<file path="src/rtl/adm_pkg.sv">
`timescale 1ns / 1ps
// Shared types and constants of the arcade drive mixer.
// No dependencies; the design files that use it refer to it by scoped names, the bench imports it.
package adm_pkg;

  // Register indexes of the configuration port.
  localparam int CFG_INDEX_BITS = 3;

  typedef enum logic [CFG_INDEX_BITS-1:0] {
    REG_LEFT_NEUTRAL  = 3'd0,
    REG_LEFT_MIN      = 3'd1,
    REG_LEFT_MAX      = 3'd2,
    REG_RIGHT_NEUTRAL = 3'd3,
    REG_RIGHT_MIN     = 3'd4,
    REG_RIGHT_MAX     = 3'd5
  } adm_reg_t;

  // Register values after reset, masked to the output width on load.
  localparam int RST_NEUTRAL = 1500;
  localparam int RST_MIN     = 1000;
  localparam int RST_MAX     = 2000;

  // Pipeline depth: a..c in the mixer, d..g in each side mapper.
  localparam int NUM_STAGES = 7;

  // Load enables of the pipeline stages, one per stage.
  typedef struct packed {
    logic a;
    logic b;
    logic c;
    logic d;
    logic e;
    logic f;
    logic g;
  } adm_stage_en_t;

endpackage

</file>
<file path="src/rtl/adm_mix.sv">
`timescale 1ns / 1ps
// Stages a..c: throttle/steer prep, arcade mix products, side sums with clamp.
// Depends on adm_pkg for the stage enable struct.
module adm_mix #(
  parameter int AXIS_BITS = 16
) (
  input  logic                        clk,
  input  adm_pkg::adm_stage_en_t      en,
  input  logic signed [AXIS_BITS-1:0] x_axis,
  input  logic signed [AXIS_BITS-1:0] y_axis,
  output logic                        left_neg,
  output logic [2*AXIS_BITS-1:0]      left_mag,
  output logic                        right_neg,
  output logic [2*AXIS_BITS-1:0]      right_mag
);
  localparam int A  = AXIS_BITS;
  localparam int PW = 2*A + 2;   // v and w
  localparam int SW = 2*A + 3;   // v + w, v - w
  localparam logic [A:0]    TWO_F = {1'b1, {A{1'b0}}};
  localparam logic [SW-1:0] LIM   = SW'(1) << (2*A - 1);

  // Stage a
  logic signed [A:0] x_ext, t_next, t_abs, s_abs;
  logic signed [A:0] t, s;
  logic [A:0]        ks, kt;

  always_comb begin
    x_ext  = {x_axis[A-1], x_axis};
    t_next = -x_ext;
    t_abs  = t_next[A] ? -t_next : t_next;
    s_abs  = y_axis[A-1] ? -$signed({y_axis[A-1], y_axis}) : $signed({y_axis[A-1], y_axis});
  end

  always_ff @(posedge clk) begin
    if (en.a) begin
      t  <= t_next;
      s  <= {y_axis[A-1], y_axis};
      ks <= TWO_F - {1'b0, s_abs[A-1:0]};
      kt <= TWO_F - {1'b0, t_abs[A-1:0]};
    end
  end

  // Stage b: v = t*(2F - |s|), w = s*(2F - |t|)
  logic signed [PW:0]   v_prod, w_prod;
  logic signed [PW-1:0] v, w;

  always_comb begin
    v_prod = t * $signed({1'b0, ks});
    w_prod = s * $signed({1'b0, kt});
  end

  always_ff @(posedge clk) begin
    if (en.b) begin
      v <= v_prod[PW-1:0];
      w <= w_prod[PW-1:0];
    end
  end

  // Stage c: side sums, split into sign and clamped magnitude
  logic signed [SW-1:0] l_sum, r_sum, l_abs, r_abs;

  always_comb begin
    l_sum = $signed({v[PW-1], v}) + $signed({w[PW-1], w});
    r_sum = $signed({v[PW-1], v}) - $signed({w[PW-1], w});
    l_abs = l_sum[SW-1] ? -l_sum : l_sum;
    r_abs = r_sum[SW-1] ? -r_sum : r_sum;
  end

  always_ff @(posedge clk) begin
    if (en.c) begin
      left_neg  <= l_sum[SW-1];
      right_neg <= r_sum[SW-1];
      left_mag  <= ($unsigned(l_abs) > LIM) ? LIM[2*A-1:0] : l_abs[2*A-1:0];
      right_mag <= ($unsigned(r_abs) > LIM) ? LIM[2*A-1:0] : r_abs[2*A-1:0];
    end
  end

endmodule

</file>
<file path="config.mk">
export PLATFORM = sky130hd
export DESIGN_NAME = adm_mix
export DESIGN_NICKNAME = d
export VERILOG_FILES = /design/src/rtl/adm_pkg.sv /design/src/rtl/adm_mix.sv
export SDC_FILE = /design/constraint.sdc
export NUM_CORES = 2
export LEC_CHECK = 0
export BUFFER_PORTS_ARGS = -buffer_cell sky130_fd_sc_hd__buf_2
export CAP_MARGIN = 30
export CORE_AREA = 2 2 238 263
export DETAILED_ROUTE_END_ITERATION = 8
export DIE_AREA = 0 0 240 265
export HOLD_SLACK_MARGIN = 0.12
export PLACE_DENSITY = 0.75
export SLEW_MARGIN = 20
export SYNTH_ARGS = -nofsm -noshare
export SYNTH_HDL_FRONTEND = slang
export SYNTH_SLANG_ARGS = --single-unit
</file>
<file path="constraint.sdc">
create_clock -name clk -period 7.9 [get_ports clk]
set_clock_uncertainty 0.05 [all_clocks]
set_input_delay 1.185 -clock clk [delete_from_list [all_inputs] [get_ports clk]]
set_output_delay 1.185 -clock clk [all_outputs]
set_load 0.02 [all_outputs]
</file>
==> impl_metrics.ini <==
[synthesis]
synth-edff-count = 196
netlist-cell-type-count = 96
syn_inst = 3677
seq_area_frac_synth = 0.177
synth_area_per_cell_um2 = 9.04
async_flop_share = 0
netlist_area_um2 = 33200
ys.flop_type = edfxtp_1
netlist.area_leader.share = 0.261
yosysMostFrequentCell = inv_1
yosysTopAreaCell = fa_1
synth_seq_cells = 196
synth_area_leaders = fa_1 26%, edfxtp_1 18%, ha_1 12%, inv_1 6.8%, and2_1 5.4%
synthTopCellsByCount = 606 x inv_1, 433 x fa_1, 382 x nand2_1, 319 x ha_1, 288 x and2_1
yosysWarnings = 0

[layout]
drive_above_1_share = 0.0566
register_area_um2 = 5890
layout.nets = 4490
area_delta_synth_final_pct = 5.86
antenna_cells = 0
multiInputGateArea_um2 = 24500
fillers = 5394

[setup_path]
worst_setup_path_start_kind = flip-flop
crit_start = s[1]
reg2reg_slack_ps = 680
worst_setup_path_end_kind = flip-flop
criticalPathCategory = flip-flop to flip-flop
worstPathArrival_ps = 7410
crit_fanout = 17
regToRegStartpoint = s[1]
critPathRequiredTime_ps = 8090

[global_route]
grt_pass1_vias = 25926
grt_start_max_net_pins = 68
grt_usage = 0.267
grt-ovfl-total = 0
grt_first_pass_wirelength_um = 134000
antenna_found_initial = 0

[detailed_routing]
vias = 25729
drc = 0
drtAntennaViolNets = 0
routed_wl_um = 81500
wl_per_cell_um = 18.0
drt_first_iter_violations = 1850
dr.pass1.iters = 5
vias_per_cell = 5.67

[sta]
slew_headroom = 0.398
setup-violations-final = 0
fmax_mhz = 138
min_period_ps = 7220
hold_viol = 0
setup_ws_ps = 678
worstMarginPinSlew_ps = 897
hold-worst-slack_ps = 858
setup_tns_ps = 0
fin_crit_sh = 0.914
drv_slew = 0
rsz0062_at_grt = false

[clock_tree]
cts-root-buf = clkbuf_16
insertion_delay_ps = 490
clkTransAtPathRegs_ps = 70
clock-sinks = 196
post_cts_resized = 0
cts_setup_buffers = 0
cts_max_level = 4
cts_tree = built
ctsHoldBuffers = 0
cts_buffers = 17
max-clock-path-buffers = 2

[flow_run]
max_cap_viol_count = 0

[min_path]
hold_start = y_axis[9]
worst_hold_path_type = input pin to flip-flop

[placement]
place_ws_ps = 720
place.gp.congestion = 0.971
port_buffers = 99
hpwlAfterDp_um = 65800

[run_status]
status = finished clean

[floorplanning]
coreArea_um2 = 60900
die_area_um2 = 63600
rows = 95
fp.dieH_um = 265
die_w_um = 240
ioPinCount = 106
start_util = 0.546
-- cells by family after synthesis --
logic type	synth area share
and+or+nand+nor	0.183
adders and majority gates	0.381
buffers and inverters	0.0859
AOI/OAI and AO/OA	0.104
xor gates and xnor gates	0.0661
DFF	0.177
muxes	0.00275
other	0.000113
-- sequential cells by signal, indices dropped and copies added (netlist names) --
| signal | count |
|---|---|
| ks | 16 |
| kt | 16 |
| left_mag | 31 |
| left_neg | 1 |
| right_mag | 31 |
| right_neg | 1 |
| s | 16 |
| t | 17 |
| v | 34 |
| w | 33 |
-- path summary, 6_finish.rpt --
check	to	cells past startpoint
max	w[33]	21
min	s[9]	1
max reg2reg	w[33]	21
min reg2reg	left_mag[1]	3
-- through the flow --
| step | utilization | area (um^2) | cells |
|---|---|---|---|
| finish | 0.578 | 35200 | 4535 |
| global route | 0.578 | 35200 | 4535 |
| CTS | 0.578 | 35200 | 4532 |
| detailed placement | 0.567 | 34500 | 4500 |
| global placement | 0.567 | 34500 | 4499 |
| floorplan | - | 33200 | 3678 |
-- metal layers --
metal / vias up / track usage / wire length [um]
li1: 12029 / - / -
met1: 12509 / 0.338 / 33200
met3: 187 / 0.0398 / 5570
met5: - / 0 / 0
met4: 0 / 0.112 / 3100
met2: 1004 / 0.454 / 39600
-- cell type report --
cell class	count	share of cell area
Sequential cell	196	0.167
Tap cell	824	0.0293
Timing Repair Buffer	142	0.0236
Multi-Input combinational cell	2730	0.697
Clock buffer	17	0.0121
Clock inverter	15	0.00597
Inverter	611	0.0652
-- cells in the final DEF (no fill, tap or decap), drive strengths merged, types with 12 or more instances in the layout --
master / n
nand2: 382
nor2: 184
o21bai: 19
nor4b: 12
nand3: 32
nor4: 28
edfxtp: 196
o211ai: 12
o2111ai: 13
a21oi: 156
a31oi: 19
o21ai: 92
clkbuf: 19
nor3: 91
and2: 289
o21a: 24
nand4: 21
o31ai: 28
inv: 613
xor2: 65
a21o: 36
a211oi: 20
xnor2: 186
nor2b: 28
nand2b: 41
and3: 15
ha: 319
buf: 140
or3: 20
fa: 433
-- worst max-delay path: stages, from the launching register on --
cell and delay (ps):
edfxtp_1 830, nand2_1 180, fa_1 540, fa_1 550, fa_1 540, inv_1 60, fa_1 480, fa_1 490
inv_1 50, fa_1 480, inv_1 40, ha_1 360, a211oi_1 260, o21ai_0 180, a211oi_1 440, o22ai_1 230
o41a_1 380, a21oi_1 180, a311o_1 260, o21ai_0 110, a21oi_1 180, xnor2_1 90
Power is not shown: default switching activity piles up to over one toggle a cycle in this logic, so the estimate is an artifact.
