<file path="src/rtl/adm_pkg.sv">
`timescale 1ns / 1ps
// Shared types and constants of the arcade drive mixer.
// No dependencies; the design files that use it refer to it by scoped names, the bench imports it.
package adm_pkg;

  // Register indexes of the configuration port.
  localparam int CFG_INDEX_BITS = 3;

  typedef enum logic [CFG_INDEX_BITS-1:0] {
    REG_LEFT_NEUTRAL  = 3'd0,
    REG_LEFT_MIN      = 3'd1,
    REG_LEFT_MAX      = 3'd2,
    REG_RIGHT_NEUTRAL = 3'd3,
    REG_RIGHT_MIN     = 3'd4,
    REG_RIGHT_MAX     = 3'd5
  } adm_reg_t;

  // Register values after reset, masked to the output width on load.
  localparam int RST_NEUTRAL = 1500;
  localparam int RST_MIN     = 1000;
  localparam int RST_MAX     = 2000;

  // Pipeline depth: a..c in the mixer, d..g in each side mapper.
  localparam int NUM_STAGES = 7;

  // Load enables of the pipeline stages, one per stage.
  typedef struct packed {
    logic a;
    logic b;
    logic c;
    logic d;
    logic e;
    logic f;
    logic g;
  } adm_stage_en_t;

endpackage

</file>
<file path="src/rtl/adm_side.sv">
`timescale 1ns / 1ps
// Stages d..g of one side: map drive onto neutral..end, floor, clamp to min/max.
// Depends on adm_pkg for the stage enable struct.
module adm_side #(
  parameter int AXIS_BITS = 16,
  parameter int OUT_BITS  = 16
) (
  input  logic                   clk,
  input  adm_pkg::adm_stage_en_t en,
  input  logic                   neg,
  input  logic [2*AXIS_BITS-1:0] mag,
  input  logic [OUT_BITS-1:0]    neutral,
  input  logic [OUT_BITS-1:0]    min_value,
  input  logic [OUT_BITS-1:0]    max_value,
  output logic [OUT_BITS-1:0]    value
);
  localparam int A  = AXIS_BITS;
  localparam int OW = OUT_BITS;
  localparam int K  = 2*A - 1;       // drive scale: full scale is 2^K
  localparam int PP = OW + A;        // partial product width
  localparam int FW = OW + 2*A;      // full product width

  // Stage d: distance to the end point and the clamp bounds
  logic signed [OW:0] diff, diff_abs;
  logic [OW-1:0]      end_sel;
  logic               d_neg;
  logic [OW-1:0]      d_abs, d_n, d_lo, d_hi;
  logic [2*A-1:0]     d_mag;

  always_comb begin
    end_sel  = neg ? min_value : max_value;
    diff     = $signed({1'b0, end_sel}) - $signed({1'b0, neutral});
    diff_abs = diff[OW] ? -diff : diff;
  end

  always_ff @(posedge clk) begin
    if (en.d) begin
      d_neg <= diff[OW];
      d_abs <= diff_abs[OW-1:0];
      d_mag <= mag;
      d_n   <= neutral;
      d_lo  <= (min_value < max_value) ? min_value : max_value;
      d_hi  <= (min_value < max_value) ? max_value : min_value;
    end
  end

  // Stage e: two partial products over the low and high halves of the drive
  logic [PP-1:0] e_plo, e_phi;
  logic          e_neg;
  logic [OW-1:0] e_n, e_lo, e_hi;

  always_ff @(posedge clk) begin
    if (en.e) begin
      e_plo <= d_abs * d_mag[A-1:0];
      e_phi <= d_abs * d_mag[2*A-1:A];
      e_neg <= d_neg;
      e_n   <= d_n;
      e_lo  <= d_lo;
      e_hi  <= d_hi;
    end
  end

  // Stage f: join the halves, take the quotient and the lost remainder
  logic [FW-1:0] prod;
  logic [OW-1:0] f_q, f_n, f_lo, f_hi;
  logic          f_neg, f_inexact;

  always_comb begin
    prod = {e_phi, {A{1'b0}}} + {{A{1'b0}}, e_plo};
  end

  always_ff @(posedge clk) begin
    if (en.f) begin
      f_q       <= prod[K+OW-1:K];
      f_inexact <= |prod[K-1:0];
      f_neg     <= e_neg;
      f_n       <= e_n;
      f_lo      <= e_lo;
      f_hi      <= e_hi;
    end
  end

  // Stage g: round toward minus infinity, then clamp
  logic signed [OW+1:0] n_ext, q_ext, inx_ext, res, lo_ext, hi_ext;
  logic [OW-1:0]        value_next;

  always_comb begin
    n_ext   = $signed({2'b00, f_n});
    q_ext   = $signed({2'b00, f_q});
    inx_ext = $signed({{(OW+1){1'b0}}, f_inexact});
    lo_ext  = $signed({2'b00, f_lo});
    hi_ext  = $signed({2'b00, f_hi});
    res     = f_neg ? (n_ext - q_ext - inx_ext) : (n_ext + q_ext);
    if (res > hi_ext) begin
      value_next = f_hi;
    end else if (res < lo_ext) begin
      value_next = f_lo;
    end else begin
      value_next = res[OW-1:0];
    end
  end

  always_ff @(posedge clk) begin
    if (en.g) begin
      value <= value_next;
    end
  end

endmodule

</file>
<file path="config.mk">
export PLATFORM = sky130hd
export DESIGN_NAME = adm_side
export DESIGN_NICKNAME = d
export VERILOG_FILES = /design/src/rtl/adm_pkg.sv /design/src/rtl/adm_side.sv
export SDC_FILE = /design/constraint.sdc
export NUM_CORES = 2
export LEC_CHECK = 0
export ABC_AREA = 1
export BUFFER_PORTS_ARGS = -buffer_cell sky130_fd_sc_hd__buf_2
export CAP_MARGIN = 20
export CORE_MARGIN = 1.5
export CORE_UTILIZATION = 40
export CTS_CLUSTER_SIZE = 14
export DETAILED_ROUTE_END_ITERATION = 10
export PLACE_DENSITY = 0.58
export SYNTH_ARGS = -nofsm -noshare
export SYNTH_HDL_FRONTEND = slang
export SYNTH_SLANG_ARGS = --single-unit
</file>
<file path="constraint.sdc">
create_clock -name clk -period 7 [get_ports clk]
set_input_delay 0.35 -clock clk [delete_from_list [all_inputs] [get_ports clk]]
set_output_delay 0.35 -clock clk [all_outputs]
set_load 0.01 [all_outputs]
</file>
==> impl_metrics.ini <==
[outcome]
outcome = finished, final reports clean

[drt]
routed-via-count = 23700
routedWlPerCell_microns = 16.2
drt.antenna.violating_nets = 0
drt-total-wl_microns = 79600
drt_pass1_iterations = 5
first_iter_violations = 1453
via_per_instance_ratio = 4.80
drt_drc_violations_left = 0

[worst_setup_path]
r2r-start = d_abs[11]
timing.critical_path.from_type = register
critical_path.max_fanout = 14
cell_occurring_most_often_along_the_worst_timing_path = fa_1
cp_top_family = adder cells
cp_cell_sequence = nand2_1, fa_1, fa_1, fa_1, inv_1, fa_1, fa_1, inv_1, fa_1, inv_1, ha_1, a21oi_1, and2_1, a21oi_1, a21oi_1, o21bai_1, a21oi_1, o21ai_0, xor2_1
timing.reg2reg.setup_slack_ns = 0.50
path_class = register to register
critical_path.max_stage_delay_ns = 0.97
timing.critical_path.to_type = register
path_buf_inv = 3
timing.critical_path.required_ns = 7.29
reg2reg_depth = 19
arrival_ns = 6.78
timing.critical_path.slowest_stage_cell = edfxtp_1
r2r-end = e_phi[27]

[yosys]
avgSynthCellArea_sq_um = 8.72
netlist-cell-type-count = 59
post_synth_edffs = 291
mapped_nets = 4564
yosys_register_bits = 291
synthArstFlopShare = 0
ys_seq_area_frac = 0.266
synth-main-ff-cell = edfxtp_1
yosys_warnings = 0
post_synthesis_cell_area_sq_um = 32800
netlist_instances = 3767

[finish]
n_fill_cell = 7968
antenna-diode-count = 0
final_layout_size_suffix_gt1_frac = 0.0738
design_area_sq_um = 36000
finalNetCount = 4638
area_delta_synth_final_pct = 9.69

[clock_network]
clk_latency_ns = 0.57
post_cts.resized_instances = 0
tritoncts.num_buffers = 36
cts.sinks = 291
h-tree-depth = 2
clk_root_buffer_cell = clkbuf_16
tritoncts = done
clk_pin_slew_worst_paths_ns = 0.06
cts-root-to-sink-buffers = 3

[timing]
time_the_final_worst_path_needs_with_i_o_delays_and_setup_ns = 6.50
report.final.hold_viol_count = 0
timing.final.ws_setup_ns = 0.505
number_of_max_slew_violations_in_the_final_report = 0
fin_worst_hold_slack_ns = 0.0284
sum_of_negative_setup_slack_ns = 0
unrepaired_setup_endpoints_after_global_routing = false
fmax_mhz = 154
period_share = 0.928
timing.clock.skew_ns = 0.0389
relSlewSlack = 0.347
tightest_slew_ns = 0.979
timing.final.setup_violations = 0

[global_route]
overflow = 0
via_count_of_the_first_global_routing_pass = 23900
grt_max_degree = 67
initial_antenna_violation_count = 0
track_usage = 0.196
grt_first_pass_wirelength_microns = 128000

[placement]
last_weighted_congestion_value_of_the_routability_driven_placer = 0.910
area_of_placed_instances_sq_um = 34500
place.port_buffers = 101
hpwlAfterDp_microns = 62300
place_worst_setup_slack_ns = 0.493

[floorplanning]
floorplan.core_area_sq_um = 80900
rows = 104
chipHeight_microns = 290
die_width_microns = 290
start_util = 0.406
design.die.area_sq_um = 83800
ios = 105

[min_path]
timing.hold.worst.class = input pin to register
hold_start = mag[23]
holdPathStages = 1
worst_hold_endpoint = d_mag[23]

[flow_run]
max_cap_violations = 0
-- worst max-delay path by stage --
stage               cells after the start  startpoint         to
global placement                       19   d_abs[11]  e_phi[27]
global route                           19   d_abs[11]  e_phi[27]
CTS                                    19   d_abs[11]  e_phi[27]
finish                                 19   d_abs[11]  e_phi[27]
detailed placement                     19   d_abs[11]  e_phi[27]
floorplan                              21   d_mag[17]  e_phi[27]
-- placed cells by master, fill, tap and decap left out, types with 4 or more instances in the layout --
cell             n
nand2_1        870
a21o_1          12
buf_4           36
clkbuf_16       36
nor4_1           9
o21a_1           4
ha_1           317
nand2_2         31
nand4_1         22
fa_1           391
edfxtp_1       291
a21oi_1        146
nand3_1        119
inv_1          938
o21bai_1        10
a211oi_1         4
clkinv_4         5
nor3_1          22
clkinv_2         6
nand3b_1         5
dlygate4sd3_1   33
buf_12          10
a31o_2           4
buf_2           99
o211ai_1         8
nor2_1         113
a31oi_1         11
xnor2_1         35
inv_2           10
nand2_4          5
xor2_1          83
inv_6            4
o21ai_0        103
o21ai_1          4
nand3_2         13
-- stage by stage --
step                 util  instances
finish              0.445       4924
global placement    0.427       4830
floorplan               -       3767
CTS                 0.445       4924
detailed placement  0.427       4830
global route        0.445       4924
-- synthesized netlist by cell type, types with 10 or more instances --
| master | n | area [sq um] |
|---|---|---|
| xor2_1 | 83 | 727 |
| nor2_1 | 113 | 424 |
| nor3_1 | 22 | 110 |
| nand3_2 | 13 | 130 |
| inv_2 | 10 | 37.5 |
| a31oi_1 | 11 | 68.8 |
| a21o_1 | 12 | 90.1 |
| o21ai_0 | 103 | 515 |
| nand3_1 | 119 | 596 |
| nand2_1 | 870 | 3270 |
| ha_1 | 317 | 3970 |
| edfxtp_1 | 291 | 8740 |
| xnor2_1 | 35 | 307 |
| clkbuf_1 | 124 | 465 |
| nand4_1 | 22 | 138 |
| fa_1 | 391 | 7830 |
| nand2_2 | 31 | 194 |
| a21oi_1 | 146 | 731 |
| inv_1 | 938 | 3520 |
| o21bai_1 | 10 | 75.1 |
-- registers in the layout, summed over array words and instances (netlist names) --
register,cells
f_n,16
d_abs,16
e_phi,31
f_q,16
f_hi,16
value,16
e_n,16
f_inexact,1
e_hi,16
d_neg,1
e_lo,16
d_lo,16
e_plo,32
f_lo,16
d_n,16
d_hi,16
f_neg,1
e_neg,1
d_mag,32
-- cells by family (layout without fill, tap and decap cells) --
kind of cell | count (synthesis) | after routing | synth area share
xor gates and xnor gates | 118 | 118 | 0.0315
AOI/OAI and AO/OA | 326 | 326 | 0.0562
buffers and inverters | 1091 | 1188 | 0.127
adders and majority gates | 708 | 708 | 0.359
DFF | 291 | 291 | 0.266
and+or+nand+nor | 1233 | 1233 | 0.160
-- repair_timing --
| item | 4_1_cts | 5_1_grt |
|---|---|---|
| hold endpoints to repair | 33 | 0 |
| setup buffers | 0 | 0 |
| hold buffers | 33 | 0 |
-- cell type report --
type / instances / area, sq um / area share
Multi-Input combinational cell: 2385 / 19900 / 0.554
Sequential cell: 291 / 8740 / 0.243
Inverter: 949 / 3560 / 0.0989
Tap cell: 1060 / 1330 / 0.0368
Timing Repair Buffer: 178 / 1300 / 0.0360
Clock buffer: 38 / 908 / 0.0252
Clock inverter: 23 / 250 / 0.00695
-- routing by layer --
layer  wire, microns  GRT usage  up-vias
li1                -          -    11600
met1           37400      0.278    11300
met2           35400      0.310      574
met3            4430     0.0265      126
met4            2380     0.0624        0
met5               0          0        -
Power is not shown: default switching activity piles up to over one toggle a cycle in this logic, so the estimate is an artifact.
